===== src/hdl/lr_pkg.sv =====
// Shared types for the line rasterizer: controller states and the command
// and status groups that join the controller to the datapath.
// No dependencies.
package lr_pkg;

   typedef enum logic [1:0] {
      ST_IDLE,
      ST_SETUP,
      ST_RUN
   } lr_state_type;

   typedef struct packed {
      logic capture;
      logic setup;
      logic emit;
   } lr_cmd_type;

   typedef struct packed {
      logic out_free;
      logic last;
   } lr_status_type;

endpackage


===== src/hdl/lr_ctrl.sv =====
// Controller state machine of the line rasterizer.
// Depends on lr_pkg for the state, command and status types.
module lr_ctrl (
   input  logic                  clock,
   input  logic                  reset,
   input  logic                  req_tvalid,
   output logic                  req_tready,
   input  lr_pkg::lr_status_type status,
   output lr_pkg::lr_cmd_type    cmd
);
   import lr_pkg::*;

   lr_state_type state_ff;
   lr_state_type state_in;

   always_comb begin
      state_in = state_ff;
      unique case (state_ff)
         ST_IDLE: begin
            if (req_tvalid) begin
               state_in = ST_SETUP;
            end
         end
         ST_SETUP: begin
            state_in = ST_RUN;
         end
         ST_RUN: begin
            if (status.out_free && status.last) begin
               state_in = ST_IDLE;
            end
         end
         default: begin
            state_in = ST_IDLE;
         end
      endcase
   end

   always_comb begin
      req_tready  = 1'b0;
      cmd.capture = 1'b0;
      cmd.setup   = 1'b0;
      cmd.emit    = 1'b0;
      unique case (state_ff)
         ST_IDLE: begin
            req_tready  = 1'b1;
            cmd.capture = req_tvalid;
         end
         ST_SETUP: begin
            cmd.setup = 1'b1;
         end
         ST_RUN: begin
            cmd.emit = status.out_free;
         end
         default: begin
            req_tready = 1'b0;
         end
      endcase
   end

   always_ff @(posedge clock) begin
      if (reset) begin
         state_ff <= ST_IDLE;
      end else begin
         state_ff <= state_in;
      end
   end

`ifndef NO_ASSERTIONS
   a_emit_needs_slot: assert property (@(posedge clock) disable iff (reset)
      cmd.emit |-> status.out_free)
      else $error("pixel loaded while the output slot was still occupied");

   a_last_ends_run: assert property (@(posedge clock) disable iff (reset)
      (cmd.emit && status.last) |=> (state_ff == ST_IDLE))
      else $error("controller did not return to idle after the final pixel");

   a_accept_to_setup: assert property (@(posedge clock) disable iff (reset)
      (req_tvalid && req_tready) |=> (state_ff == ST_SETUP))
      else $error("accepted request not followed by set-up");
`endif

endmodule


===== src/hdl/lr_dpath.sv =====
// Datapath of the line rasterizer: request capture, octant set-up, the
// error-term stepper and the output register. Depends on lr_pkg.
module lr_dpath #(
   parameter int COORD_BITS = 6
) (
   input  logic                  clock,
   input  logic                  reset,
   input  logic [COORD_BITS-1:0] x_start,
   input  logic [COORD_BITS-1:0] y_start,
   input  logic [COORD_BITS-1:0] x_end,
   input  logic [COORD_BITS-1:0] y_end,
   input  lr_pkg::lr_cmd_type    cmd,
   output lr_pkg::lr_status_type status,
   output logic                  rsp_tvalid,
   input  logic                  rsp_tready,
   output logic [COORD_BITS-1:0] point_x,
   output logic [COORD_BITS-1:0] point_y,
   output logic                  last_point
);
   import lr_pkg::*;

   localparam int C = COORD_BITS;
   localparam int E = COORD_BITS + 3;
   localparam int S = COORD_BITS + 1;

   logic [C-1:0] xa_ff, ya_ff, xb_ff, yb_ff;
   logic [C-1:0] xa_in, ya_in, xb_in, yb_in;
   logic [C-1:0] major_ff, major_in, minor_ff, minor_in;
   logic [E-1:0] err_ff, err_in, step_ax_ff, step_ax_in, step_dg_ff, step_dg_in;
   logic [S-1:0] steps_ff, steps_in;
   logic         steep_ff, steep_in, falling_ff, falling_in;
   logic [C-1:0] px_ff, px_in, py_ff, py_in;
   logic         last_ff, last_in, valid_ff, valid_in;

   logic         swap, falling, steep;
   logic [C-1:0] ax, ay, bx, by, dx, dy, dmaj, dmin;
   logic [E-1:0] dmaj_e, dmin_e;

   always_comb begin
      swap    = xb_ff < xa_ff;
      ax      = swap ? xb_ff : xa_ff;
      ay      = swap ? yb_ff : ya_ff;
      bx      = swap ? xa_ff : xb_ff;
      by      = swap ? ya_ff : yb_ff;
      falling = by < ay;
      dx      = bx - ax;
      dy      = falling ? (ay - by) : (by - ay);
      steep   = dx < dy;
      dmaj    = steep ? dy : dx;
      dmin    = steep ? dx : dy;
      dmaj_e  = E'(dmaj);
      dmin_e  = E'(dmin);
   end

   always_comb begin
      xa_in      = xa_ff;
      ya_in      = ya_ff;
      xb_in      = xb_ff;
      yb_in      = yb_ff;
      major_in   = major_ff;
      minor_in   = minor_ff;
      err_in     = err_ff;
      step_ax_in = step_ax_ff;
      step_dg_in = step_dg_ff;
      steps_in   = steps_ff;
      steep_in   = steep_ff;
      falling_in = falling_ff;
      px_in      = px_ff;
      py_in      = py_ff;
      last_in    = last_ff;
      valid_in   = valid_ff;

      if (rsp_tready) begin
         valid_in = 1'b0;
      end

      if (cmd.capture) begin
         xa_in = x_start;
         ya_in = y_start;
         xb_in = x_end;
         yb_in = y_end;
      end

      if (cmd.setup) begin
         steep_in   = steep;
         falling_in = falling;
         major_in   = steep ? ay : ax;
         minor_in   = steep ? ax : ay;
         err_in     = (dmin_e << 1) - dmaj_e;
         step_ax_in = dmin_e << 1;
         step_dg_in = (dmin_e - dmaj_e) << 1;
         steps_in   = S'(dmaj) + S'(1);
      end

      if (cmd.emit) begin
         valid_in = 1'b1;
         px_in    = steep_ff ? minor_ff : major_ff;
         py_in    = steep_ff ? major_ff : minor_ff;
         last_in  = steps_ff == S'(1);
         steps_in = steps_ff - S'(1);
         major_in = (steep_ff && falling_ff) ? (major_ff - C'(1)) : (major_ff + C'(1));
         if (err_ff[E-1]) begin
            err_in = err_ff + step_ax_ff;
         end else begin
            err_in   = err_ff + step_dg_ff;
            minor_in = (!steep_ff && falling_ff) ? (minor_ff - C'(1))
                                                 : (minor_ff + C'(1));
         end
      end
   end

   always_ff @(posedge clock) begin
      if (reset) begin
         valid_ff <= 1'b0;
      end else begin
         valid_ff <= valid_in;
      end
   end

   always_ff @(posedge clock) begin
      xa_ff      <= xa_in;
      ya_ff      <= ya_in;
      xb_ff      <= xb_in;
      yb_ff      <= yb_in;
      major_ff   <= major_in;
      minor_ff   <= minor_in;
      err_ff     <= err_in;
      step_ax_ff <= step_ax_in;
      step_dg_ff <= step_dg_in;
      steps_ff   <= steps_in;
      steep_ff   <= steep_in;
      falling_ff <= falling_in;
      px_ff      <= px_in;
      py_ff      <= py_in;
      last_ff    <= last_in;
   end

   assign status.out_free = !valid_ff || rsp_tready;
   assign status.last     = steps_ff == S'(1);
   assign rsp_tvalid      = valid_ff;
   assign point_x         = px_ff;
   assign point_y         = py_ff;
   assign last_point      = last_ff;

endmodule


===== src/hdl/line_rasterizer.sv =====
// Top level of the line rasterizer: stream ports, field packing, and the
// controller and datapath. Depends on lr_pkg, lr_ctrl and lr_dpath.
//
// Usage: one request beat on the req_ channel carries two endpoints. The
// block answers with the pixels of the Bresenham line between them on the
// rsp_ channel, one beat per pixel, ordered from the endpoint of smaller x,
// with rsp_tlast high on the final pixel. Equal endpoints give one beat.
// After a request beat is accepted, the endpoints are captured, the octant
// set-up runs, and the first pixel is loaded into the output register. A
// line of n pixels then streams at one pixel per cycle while the receiver
// keeps rsp_tready high, and the next request is accepted in the cycle
// after the final pixel is loaded; a line has up to 2^COORD_BITS pixels.
// The rate is set by the single error-term stepper.
// When the receiver stalls, the pending pixel holds in the output register
// and stepping pauses; no beat is lost or repeated. Synchronous reset
// returns the controller to idle and drops rsp_tvalid.
module line_rasterizer #(
   parameter  int COORD_BITS = 6,
   localparam int ReqBits    = ((4 * COORD_BITS + 7) / 8) * 8,
   localparam int RspBits    = ((2 * COORD_BITS + 7) / 8) * 8
) (
   input  logic               clock,
   input  logic               reset,
   input  logic               req_tvalid,
   output logic               req_tready,
   input  logic [ReqBits-1:0] req_tdata,  // x_start, y_start, x_end, y_end
   output logic               rsp_tvalid,
   input  logic               rsp_tready,
   output logic [RspBits-1:0] rsp_tdata,  // point_x, point_y
   output logic               rsp_tlast   // last_point
);
   import lr_pkg::*;

   localparam int C = COORD_BITS;

   lr_cmd_type    cmd;
   lr_status_type status;
   logic [C-1:0]  point_x, point_y;

   lr_ctrl u_ctrl (
      .clock      (clock),
      .reset      (reset),
      .req_tvalid (req_tvalid),
      .req_tready (req_tready),
      .status     (status),
      .cmd        (cmd)
   );

   lr_dpath #(
      .COORD_BITS (COORD_BITS)
   ) u_dpath (
      .clock      (clock),
      .reset      (reset),
      .x_start    (req_tdata[C-1:0]),
      .y_start    (req_tdata[2*C-1:C]),
      .x_end      (req_tdata[3*C-1:2*C]),
      .y_end      (req_tdata[4*C-1:3*C]),
      .cmd        (cmd),
      .status     (status),
      .rsp_tvalid (rsp_tvalid),
      .rsp_tready (rsp_tready),
      .point_x    (point_x),
      .point_y    (point_y),
      .last_point (rsp_tlast)
   );

   assign rsp_tdata = RspBits'({point_y, point_x});

endmodule


===== config.mk =====
export PLATFORM = sky130hd
export DESIGN_NAME = line_rasterizer
export DESIGN_NICKNAME = d
export VERILOG_FILES = /design/src/hdl/lr_pkg.sv /design/src/hdl/lr_ctrl.sv /design/src/hdl/lr_dpath.sv /design/src/hdl/line_rasterizer.sv
export SDC_FILE = /design/constraint.sdc
export NUM_CORES = 1
export LEC_CHECK = 0
export ABC_CLOCK_PERIOD_IN_PS = 22700
export BUFFER_PORTS_ARGS = -buffer_cell sky130_fd_sc_hd__buf_4
export CORE_ASPECT_RATIO = 2
export CORE_MARGIN = 3
export CORE_UTILIZATION = 65
export CTS_BUF_LIST = sky130_fd_sc_hd__clkbuf_2 sky130_fd_sc_hd__clkbuf_4 sky130_fd_sc_hd__clkbuf_8
export DETAILED_ROUTE_END_ITERATION = 16
export GPL_ROUTABILITY_DRIVEN = 0
export PLACE_DENSITY = 0.88
export RECOVER_POWER = 25
export SYNTH_ARGS = -nofsm -noshare
export SYNTH_HDL_FRONTEND = slang
export SYNTH_HIERARCHICAL = 1
export SYNTH_SLANG_ARGS = --single-unit

===== constraint.sdc =====
create_clock -name clock -period 22.7 [get_ports clock]
set_clock_uncertainty 0.15 [all_clocks]
set_input_delay 4.54 -clock clock [delete_from_list [all_inputs] [get_ports clock]]
set_output_delay 4.54 -clock clock [all_outputs]
set_load 0.01 [all_outputs]

# Word level (Yosys, flattened, before mapping)
# Cells that the tools add are included.
[word_totals] input_bits=28 regBits=84
[classes] addsub=13 n_reduce_logical=10 n_eq_ne=5 n_lt_le_gt_ge=3 muxes=32
[op_table] cell="$mux W6" n=18
[op_table] cell="$mux W9" n=3
[op_table] cell="$lt A6 B6 Y1" n=3
[op_table] cell="$sub A6 B6 Y6" n=3
[op_table] cell="$mux W7" n=2
[op_table] cell="$add A6 B1 Y6 const B" n=2
[op_table] cell="$sub A6 B1 Y6 const B" n=2
[op_table] cell="$add A9 B7 Y9" n=1
[op_table] cell="$add A9 B9 Y9" n=1
[op_table] cell="$sub A7 B6 Y8" n=1
[op_table] cell="$add A6 B1 Y7 const B" n=1
[op_table] cell="$eq A7 B1 Y1 const B" n=1
[op_table] cell="$sub A6 B6 Y7" n=1
[op_table] cell="$sub A7 B1 Y7 const B" n=1
[op_table] cell="$mux W1" n=6
[op_table] cell="$pmux W2 S3" n=1
[op_table] cell="$mux W2" n=2
[op_table] cell="$reduce_bool A2 Y1" n=2
[op_table] cell="$logic_and A1 B1 Y1" n=3
[op_table] cell="$eq A2 B1 Y1 const B" n=1
[op_table] cell="$eq A2 B2 Y1 const B" n=1
[op_table] cell="$logic_not A1 Y1" n=2
[op_table] cell="$logic_not A2 Y1" n=1
[op_table] cell="$ne A2 B1 Y1 const B" n=1
[op_table] cell="3 further kinds" n=3

# Depth between registers and ports, before layout
# Gate-level depths: netlist of the first run.
[logic_depth] ltp_word=9 ltp_mapped=33 ltp_nobuf=31

# Hierarchy
# Netlist of the first run, hierarchy kept.
[modules_own_cells] mod="lr_dpath" cells_each=635 area_per_inst_um2=6004.5 seq_area_each_um2=2332.2 instances=1
[modules_own_cells] mod="lr_ctrl" cells_each=11 area_per_inst_um2=97.6 seq_area_each_um2=40.0 instances=1
[modules_own_cells] mod="line_rasterizer" cells_each=5 area_per_inst_um2=33.8 seq_area_each_um2=0.0 instances=1

# Worst setup path after synthesis of the first run
# Ideal clock, no wire load.
[synth_timing] path_type="register to register" startpoint="register u_dpath.xb_ff[1]" endpoint="register u_dpath.err_ff[5] (data pin)" path_slack_ns=15.429 stages_incl_launch_ff=31 period_less_slack_ns=7.271 arrival_ns=6.985 t_required_ns=22.414 setup_time_ns=0.136 cell_sequence="edfxtp_1 ha_1 nor2b_1 o2111a_2 clkbuf_1 nor3_1 nor2_1 ha_1 o31ai_4 o21ai_1 a211oi_2 o21a_1 buf_6 xnor2_1 mux2_4 o31ai_1 nand2_1 ha_1 o21a_1 nor2_1 a31oi_1 inv_1 o211a_1 o21a_1 nor3_2 inv_2 maj3_1 maj3_1 maj3_1 or4_1 nand3_1"
[synth_between] elab_chain_cells=9 word_cells_on_any_way=16 cone_classes="add/sub (4); order compare (3); mux (9)"
[synth_rtl] element="from (decl)" line="lr_dpath.sv:26" text="logic [C-1:0] xa_ff, ya_ff, xb_ff, yb_ff;"
[synth_rtl] element="from (signal assigned)" line="lr_dpath.sv:123" text="xb_ff <= xb_in;"
[synth_rtl] element="$lt A6 B6 Y1 *" line="lr_dpath.sv:40" text="swap = xb_ff < xa_ff;"
[synth_rtl] element="$mux W6, on equally long branches" line="lr_dpath.sv:44, lr_dpath.sv:42"
[synth_rtl] element="$lt A6 B6 Y1 *" line="lr_dpath.sv:45" text="falling = by < ay;"
[synth_rtl] element="named net u_dpath.falling" line="lr_dpath.sv:35" text="logic swap, falling, steep;"
[synth_rtl] element="$mux W6 *" line="lr_dpath.sv:47" text="dy = falling ? (ay - by) : (by - ay);"
[synth_rtl] element="$lt A6 B6 Y1" line="lr_dpath.sv:48" text="steep = dx < dy;"
[synth_rtl] element="$mux W6, on equally long branches" line="lr_dpath.sv:50, lr_dpath.sv:49"
[synth_rtl] element="$sub A7 B6 Y8 *" line="lr_dpath.sv:89" text="err_in = (dmin_e << 1) - dmaj_e;"
[synth_rtl] element="$mux W9 *" line="lr_dpath.sv:84" text="if (cmd.setup) begin"
[synth_rtl] element="$mux W9 *" line="lr_dpath.sv:95" text="if (cmd.emit) begin"
[synth_rtl] element="named net u_dpath.err_in[5]" line="lr_dpath.sv:29" text="logic [E-1:0] err_ff, err_in, step_ax_ff, step_ax_in, step_dg_ff, step_dg_in;"
[synth_rtl] element="to (signal assigned)" line="lr_dpath.sv:127" text="err_ff <= err_in;"
[synth_rtl] element="to (decl)" line="lr_dpath.sv:29"
# Mark *: on every way through the listed nets, which the timed path passes. The rest lies on a longest branch. The select of a mux whose other input is x is not followed.
# A chain may end at the register's enable or synchronous reset.

# Worst setup path after layout of the first run
[layout_timing] startpoint="register u_dpath.xb_ff[4]" endpoint="register u_dpath.err_ff[7] (data pin)"
[layout_between] elab_chain_cells=9 word_cells_on_any_way=16 cone_classes="add/sub (4); order compare (3); mux (9)"
[layout_rtl] element="$lt A6 B6 Y1" line="lr_dpath.sv:40"
[layout_rtl] element="$mux W6, on equally long branches" line="lr_dpath.sv:44, lr_dpath.sv:42"
[layout_rtl] element="$sub A6 B6 Y6 or $lt A6 B6 Y1 (tied branches)" line="lr_dpath.sv:47, lr_dpath.sv:45"
[layout_rtl] element="$mux W6" line="lr_dpath.sv:47"
[layout_rtl] element="$lt A6 B6 Y1" line="lr_dpath.sv:48"
[layout_rtl] element="$mux W6 *" line="lr_dpath.sv:50" text="dmin = steep ? dx : dy;"
[layout_rtl] element="named net u_dpath.dmin[0]" line="lr_dpath.sv:36" text="logic [C-1:0] ax, ay, bx, by, dx, dy, dmaj, dmin;"
[layout_rtl] element="$sub A7 B6 Y8 *" line="lr_dpath.sv:89"
[layout_rtl] element="$mux W9 *" line="lr_dpath.sv:84"
[layout_rtl] element="$mux W9 *" line="lr_dpath.sv:95"
[layout_rtl] element="named net u_dpath.err_in[7]" line="lr_dpath.sv:29"
# Marks and branches as above.

==> results of run 1 <==
-- synthesized netlist by cell type (10+ instances only) --
library cell	n	area [um^2]
o211ai_1	19	143
nor2_1	40	150
mux2_2	14	158
nand2_1	71	267
clkbuf_1	18	67.6
inv_1	43	161
ha_1	37	463
nor2b_1	10	62.6
nand3_1	22	110
xnor2_1	36	315
a21oi_1	31	155
nand2b_1	13	81.3
o21ai_0	36	180
nor3_1	13	65.1
edfxtp_1	73	2190
-- worst min-delay path: stages, from the launching register on --
cell and delay, ns:
dfxtp_1 0.32, nand2b_1 0.09, a21oi_1 0.07
-- metal layers --
metal / vias to the layer above / wire, um
li1: 2416 / -
met1: 2481 / 5200
met2: 331 / 8140
met3: 100 / 959
met4: 0 / 1200
met5: - / 0
-- layout make-up --
class	instances	area share [%]
Sequential cell	82	35.8
Timing Repair Buffer	45	5.09
Multi-Input combinational cell	494	51.8
Clock inverter	7	1.04
Clock buffer	9	1.87
Tap cell	102	1.92
Inverter	44	2.49
-- metrics by stage --
stage / hold slack, ns / total power, mW / cells / instance area, um^2
after floorplan: 0.300 / 0.736 / 654 / 6150
after global placement: 0.348 / 0.836 / 767 / 6450
after detailed placement: 0.354 / 0.866 / 767 / 6450
after CTS: 0.369 / 0.977 / 783 / 6640
after global routing: 0.398 / 1.06 / 783 / 6630
final: 0.364 / 0.990 / 783 / 6630
-- cells by family (layout without fill, tap and decap cells) --
family          count (synthesis)  in the layout  share of synthesized area [%]
other cells                     1              4                         0.0611
compound gates                169            169                           19.0
buf+inv                        78            105                           5.49
xor+xnor                       44             44                           6.28
simple gates                  205            205                           16.4
flops                          82             82                           38.7
fa+ha+maj                      49             49                           10.0
mux                            23             23                           4.12
-- registers in the layout (all words and copies together), names as in the netlist, 2 cells and up --
register,cells
u_dpath/steps_ff,7
u_dpath/step_ax_ff,6
u_ctrl/state_ff,2
u_dpath/step_dg_ff,7
u_dpath/yb_ff,6
u_dpath/xa_ff,6
u_dpath/err_ff,8
u_dpath/point_y,6
u_dpath/major_ff,6
u_dpath/minor_ff,6
u_dpath/ya_ff,6
u_dpath/point_x,6
u_dpath/xb_ff,6
-- power by group through the flow --
| stage | logic (mW) | registers (mW) | clock network, mW |
|---|---|---|---|
| 2_1_floorplan | 0.485 | 0.250 | 0 |
| 3_3_place_gp | 0.575 | 0.261 | 0 |
| 3_5_place_dp | 0.603 | 0.263 | 0 |
| 4_1_cts | 0.610 | 0.260 | 0.107 |
| 5_1_grt | 0.683 | 0.265 | 0.112 |
| 6_report | 0.625 | 0.261 | 0.104 |
-- layout by cell type (no fill, tap or decap), types with 4 or more instances in the layout --
cell,Yosys,final
conb_1,1,4
nor2b_1,10,10
o21bai_1,5,5
o31ai_1,5,5
o211ai_1,19,19
nor2_1,40,40
nand2_1,71,71
mux2i_1,8,8
nand2b_1,13,13
nor3_1,13,13
o211a_1,5,5
maj3_1,8,8
a21oi_1,31,31
o21ai_0,36,36
a21o_1,8,8
buf_4,5,33
clkbuf_8,0,9
nand3_1,22,22
o21ai_1,4,4
a221oi_1,4,4
xnor2_1,36,36
xor2_1,8,8
inv_1,43,43
o21a_1,8,8
dfxtp_1,9,9
clkbuf_4,0,12
a31oi_1,6,5
a211oi_1,3,4
o22ai_1,4,4
mux2_2,14,14
ha_1,37,37
edfxtp_1,73,73
or3_1,5,5
-- worst min-delay path by stage --
stage	start	end	slack, ns	cells after the start
3_5_place_dp	u_dpath/rsp_tvalid	u_dpath/rsp_tvalid	0.35	2
5_1_grt	u_dpath/minor_ff[5]	u_dpath/minor_ff[5]	0.40	1
3_3_place_gp	u_dpath/minor_ff[5]	u_dpath/minor_ff[5]	0.35	1
2_1_floorplan	u_dpath/minor_ff[5]	u_dpath/minor_ff[5]	0.30	1
4_1_cts	u_dpath/rsp_tvalid	u_dpath/rsp_tvalid	0.37	2
6_report	u_dpath/rsp_tvalid	u_dpath/rsp_tvalid	0.36	2
==> flow_summary.toml, run 1 <==
[grt]
met2_usage_pct = 52.9
use_met1_pct = 31.8
grt.overflow.total = 0
top_usage_layer = "met2"
gr-usage-met3_pct = 4.97
antenna_found_initial = 0
grt_pass1_wl_um = 24700
grt_max_degree = 42
track_usage_pct = 30.5
grt_pass1_vias = 5158

[drt]
drc = 0
wirelength_um = 15500
firstDrtPassIters = 7
initialDrtViolationCount = 427
viasPerCell = 6.80
wl_per_cell_um = 19.8
antenna_left = 0
num_vias = 5328

[critical_path]
cp-end-kind = "flip-flop"
rrSetupSlack_ns = 14.31
cpMaxStageDelayCell = "a211oi_1"
crit_arrival_ns = 8.32
r2r-end = "u_dpath/err_ff[7]"
worst-r2r-cell-count = 26
critPathLaunchType = "flip-flop"
worst-path-buf-inv = 2
path_max_fanout = 41
worst-endpoint-required_ns = 22.63
critPathKind = "flip-flop to flip-flop"
crit_family = "compound AO/OA/AOI/OAI gates"
endpoint = "u_dpath/err_ff[7]"
reg2reg_from = "u_dpath/xb_ff[4]"
cp_num_cells = 26
cp-startpoint = "u_dpath/xb_ff[4]"
max_stage_delay_ns = 0.59

[power]
swShare_pct = 45.7
power.share.sequential_pct = 26.3
pwr-share-clk_pct = 10.5
internal_power_mw = 0.537
power_density_nw_per_um2 = 149
power.switching_mw = 0.453
vdd_drop_max_mv = 0.0716
combPwrFrac_pct = 63.1
p_leak_nw = 2.67

[clocking]
htreeDepth = 3
post_cts_buffers = 0
numCtsBuffers = 9
clockBufferDepth = 2
cts_root_buf = "clkbuf_8"
post_cts_resized = 0
post_cts_hold_buffer_count = 0
cts.sinks = 82
cts_tree = "done"
clock_latency_ns = 0.37
cts.reportedPaths.clkPinSlew_ns = 0.09

[flow_run]
maxCapViolations = 0

[timing]
rsz0062_at_grt = "no"
setup_slack_ns = 14.31
maxSlewHeadroom_pct = 27.2
hold_violations = 0
fin_crit_sh_pct = 37.0
max_freq_ghz = 0.119
slew_viol_final = 0
finalSetupTns_ns = 0
tightest_slew_ns = 1.09
fin_crit_ns = 8.39
setup_viol = 0

[die]
core-area_um2 = 9070
io-pin-count = 47
start_util_pct = 67.6
design.die.area_um2 = 10700
die_h_um = 143
rows = 49
dieWidth_um = 74.7

[yosys]
ys_seq_area_share_pct = 38.7
avgSynthCellArea_um2 = 9.43
yosysUniqueCellTypes = 79
synth_area_um2 = 6140
ys_warn_count = 6
yosys_register_bits = 82
yosys_most_used_dff = "edfxtp_1"
synth_edf_count = 73
synthesis.instances = 651
async_reset_ff_share_pct = 0

[cells_and_area]
fill_cells = 683
multi_input_area_um2 = 3440
final_nets = 744
num_antenna_cells = 0
seqCellArea_um2 = 2370
drive_above_1_share_pct = 14.2
final_core_util_pct = 73.1
area_growth_pct = 8.12

[hold_path]
hp-class = "flip-flop to flip-flop"

[place]
dp_worst_setup_slack_ns = 14.74
port_buffers = 42
hpwl_um = 11600

[outcome]
run_status = "finished, final reports clean"
Power figures use the tool's default switching activity.
==> inputs of run 2 (changes only) <==
--- a/config.mk
+++ b/config.mk
@@ -5,15 +5,15 @@
 export SDC_FILE = /design/constraint.sdc
 export NUM_CORES = 1
 export LEC_CHECK = 0
-export ABC_CLOCK_PERIOD_IN_PS = 22700
+export ABC_CLOCK_PERIOD_IN_PS = 8600
 export BUFFER_PORTS_ARGS = -buffer_cell sky130_fd_sc_hd__buf_4
 export CORE_ASPECT_RATIO = 2
 export CORE_MARGIN = 3
-export CORE_UTILIZATION = 65
+export CORE_UTILIZATION = 63
 export CTS_BUF_LIST = sky130_fd_sc_hd__clkbuf_2 sky130_fd_sc_hd__clkbuf_4 sky130_fd_sc_hd__clkbuf_8
 export DETAILED_ROUTE_END_ITERATION = 16
 export GPL_ROUTABILITY_DRIVEN = 0
-export PLACE_DENSITY = 0.88
+export PLACE_DENSITY = 0.86
 export RECOVER_POWER = 25
 export SYNTH_ARGS = -nofsm -noshare
 export SYNTH_HDL_FRONTEND = slang
==> constraint.sdc (replaced) <==
create_clock -name clock -period 8.6 [get_ports clock]
set_clock_uncertainty 0.15 [all_clocks]
set_input_delay 1.72 -clock clock [delete_from_list [all_inputs] [get_ports clock]]
set_output_delay 1.72 -clock clock [all_outputs]
set_load 0.01 [all_outputs]
==> run 2 against run 1 <==
- sequential power rose to 2.6 times the previous value
- via count down 3.5%
- non-clock buffer count up 2
- largest power group unchanged
- global-route usage down 2.1 points
- routed wire length down 2.5%
- clock power rose to 3.1 times the previous value
- register-to-register slack worse by 14 ns
- maximum frequency up 4.9%
- critical path type unchanged
- critical endpoint is now u_dpath/err_ff[8]
- first-iteration DRC count down 1.9%
- flip-flop and latch count unchanged
- clock-buffer cell count unchanged
==> flow_summary.toml, run 2 (synthesis gave the netlist of run 1 again) <==
[outcome]
run_status = "finished, final reports clean"

[drt]
viasPerCell = 6.33
drc = 0
initialDrtViolationCount = 419
wirelength_um = 15100
firstDrtPassIters = 6
num_vias = 5144
wl_per_cell_um = 18.6
antenna_left = 0

[cells_and_area]
final_core_util_pct = 71.3
num_antenna_cells = 0
top_regs = "u_dpath/err_ff: 8 flops, u_dpath/step_dg_ff: 7 flops, u_dpath/steps_ff: 7 flops"
drive_above_1_share_pct = 14.6
final_common_cell = "edfxtp_1"
final_nets = 746
largest_reg_flops = 8
area_growth_pct = 9.75
fill_cells = 702
final_cells = 813
largest-register = "u_dpath/err_ff"
layout_common_cells = "73 x edfxtp_1, 71 x nand2_1, 43 x inv_1, 40 x nor2_1, 37 x ha_1"

[place]
hpwl_um = 11500
port_buffers = 42
dp_worst_setup_slack_ns = 0.672
dp_cells = 797

[die]
design.die.area_um2 = 11000
start_util_pct = 65.0
dieWidth_um = 75.8
rows = 50
io-pin-count = 47
core-area_um2 = 9450
die_h_um = 146

[critical_path]
critPathLaunchType = "flip-flop"
reg2reg_from = "u_dpath/xa_ff[1]"
critPathKind = "flip-flop to flip-flop"
path_max_fanout = 41
worst-r2r-cell-count = 27
r2r-end = "u_dpath/err_ff[8]"
worst-endpoint-required_ns = 8.53
cp-end-kind = "flip-flop"
rrSetupSlack_ns = 0.60
crit_arrival_ns = 7.92

[timing]
maxSlewHeadroom_pct = 26.0
rsz0062_at_grt = "no"
fin_crit_ns = 8.00
fin_crit_sh_pct = 93.0
hold_violations = 0
tightest_slew_ns = 1.11
setup_slack_ns = 0.601
slew_viol_final = 0
max_freq_ghz = 0.125
finalSetupTns_ns = 0
setup_viol = 0

[clocking]
clock_latency_ns = 0.37
cts_tree = "done"
cts_root_buf = "clkbuf_8"
numCtsBuffers = 9
htreeDepth = 3
cts.sinks = 82
cts.reportedPaths.clkPinSlew_ns = 0.09
clockBufferDepth = 2

[grt]
track_usage_pct = 28.5
grt_max_degree = 42
grt_pass1_wl_um = 24300
grt.overflow.total = 0
grt_pass1_vias = 5203
antenna_found_initial = 0

[power]
vdd_drop_max_mv = 0.246
power_density_nw_per_um2 = 394
p_leak_nw = 2.71

[hold_path]
holdPathEnd = "u_dpath/rsp_tvalid"
whs_path_depth = 2
hp-start = "u_dpath/rsp_tvalid"
hp-class = "flip-flop to flip-flop"

[flow_run]
maxCapViolations = 0
-- run 2: layer usage --
layer  GRT usage [%]  up-vias  share of wire (%)
met5               0        -                  0
met2            50.0      236                 54
met4            18.5        0                6.8
met3            4.22       88                4.7
met1            29.3     2401                 34
li1                -     2419                  -
-- run 2: through the flow --
stage / power, mW / instance area, um^2 / hold slack (ns)
2_1_floorplan: 1.94 / 6150 / 0.300
3_3_place_gp: 2.20 / 6500 / 0.338
3_5_place_dp: 2.29 / 6500 / 0.364
4_1_cts: 2.63 / 6730 / 0.379
5_1_grt: 2.85 / 6730 / 0.427
6_report: 2.65 / 6730 / 0.376
-- run 2: worst max-delay path, stage by stage, from the launching register on --
cell	delay, ns
edfxtp_1	0.39
inv_1	0.18
ha_1	0.29
nor2b_1	0.16
o2111a_2	0.36
nor3_1	0.27
nor2_1	0.10
ha_1	0.28
o31ai_4	0.25
o21ai_1	0.13
a211oi_2	0.42
o21a_1	0.39
a21boi_1	0.44
nor3_1	0.16
o31ai_2	0.40
nand2_1	0.10
ha_1	0.34
o21a_1	0.13
nor2_1	0.05
a31oi_2	0.16
buf_4	0.39
mux2i_1	0.48
inv_1	0.09
maj3_1	0.37
maj3_1	0.40
maj3_1	0.40
o21ai_0	0.26
a221oi_1	0.14
-- run 2: how the worst max path moves through the flow --
stage                           startpoint                end  depth (start not counted)
after floorplan           u_dpath/xb_ff[1]  u_dpath/err_ff[5]                         30
after global placement    u_dpath/xb_ff[4]  u_dpath/err_ff[8]                         26
after detailed placement  u_dpath/xa_ff[1]  u_dpath/err_ff[8]                         27
after CTS                 u_dpath/xa_ff[1]  u_dpath/err_ff[8]                         27
after global routing      u_dpath/xa_ff[1]  u_dpath/err_ff[8]                         27
final                     u_dpath/xa_ff[1]  u_dpath/err_ff[8]                         27
-- run 2: where the power goes --
part / switching [mW] / total [mW] / internal, mW
clock: 0.155 / 0.325 / 0.170
combinational: 0.948 / 1.64 / 0.692
sequential: 0.0745 / 0.689 / 0.615
-- run 2: timing repair --
item | CTS | global route
buffers inserted | 0 | 0
gates resized for setup | 0 | 1
endpoints found under the setup margin | 0 | 2
hold buffers | 0 | 0
-- run 2: area by class of cell --
class | instances | area (um^2) | share of cell area, %
inverter | 44 | 165 | 2.45
sequential | 82 | 2370 | 35.2
multi-input combinational | 494 | 3450 | 51.2
clock buffer | 9 | 124 | 1.84
tap | 130 | 163 | 2.42
timing repair buffer | 47 | 353 | 5.24
clock inverter | 7 | 109 | 1.62
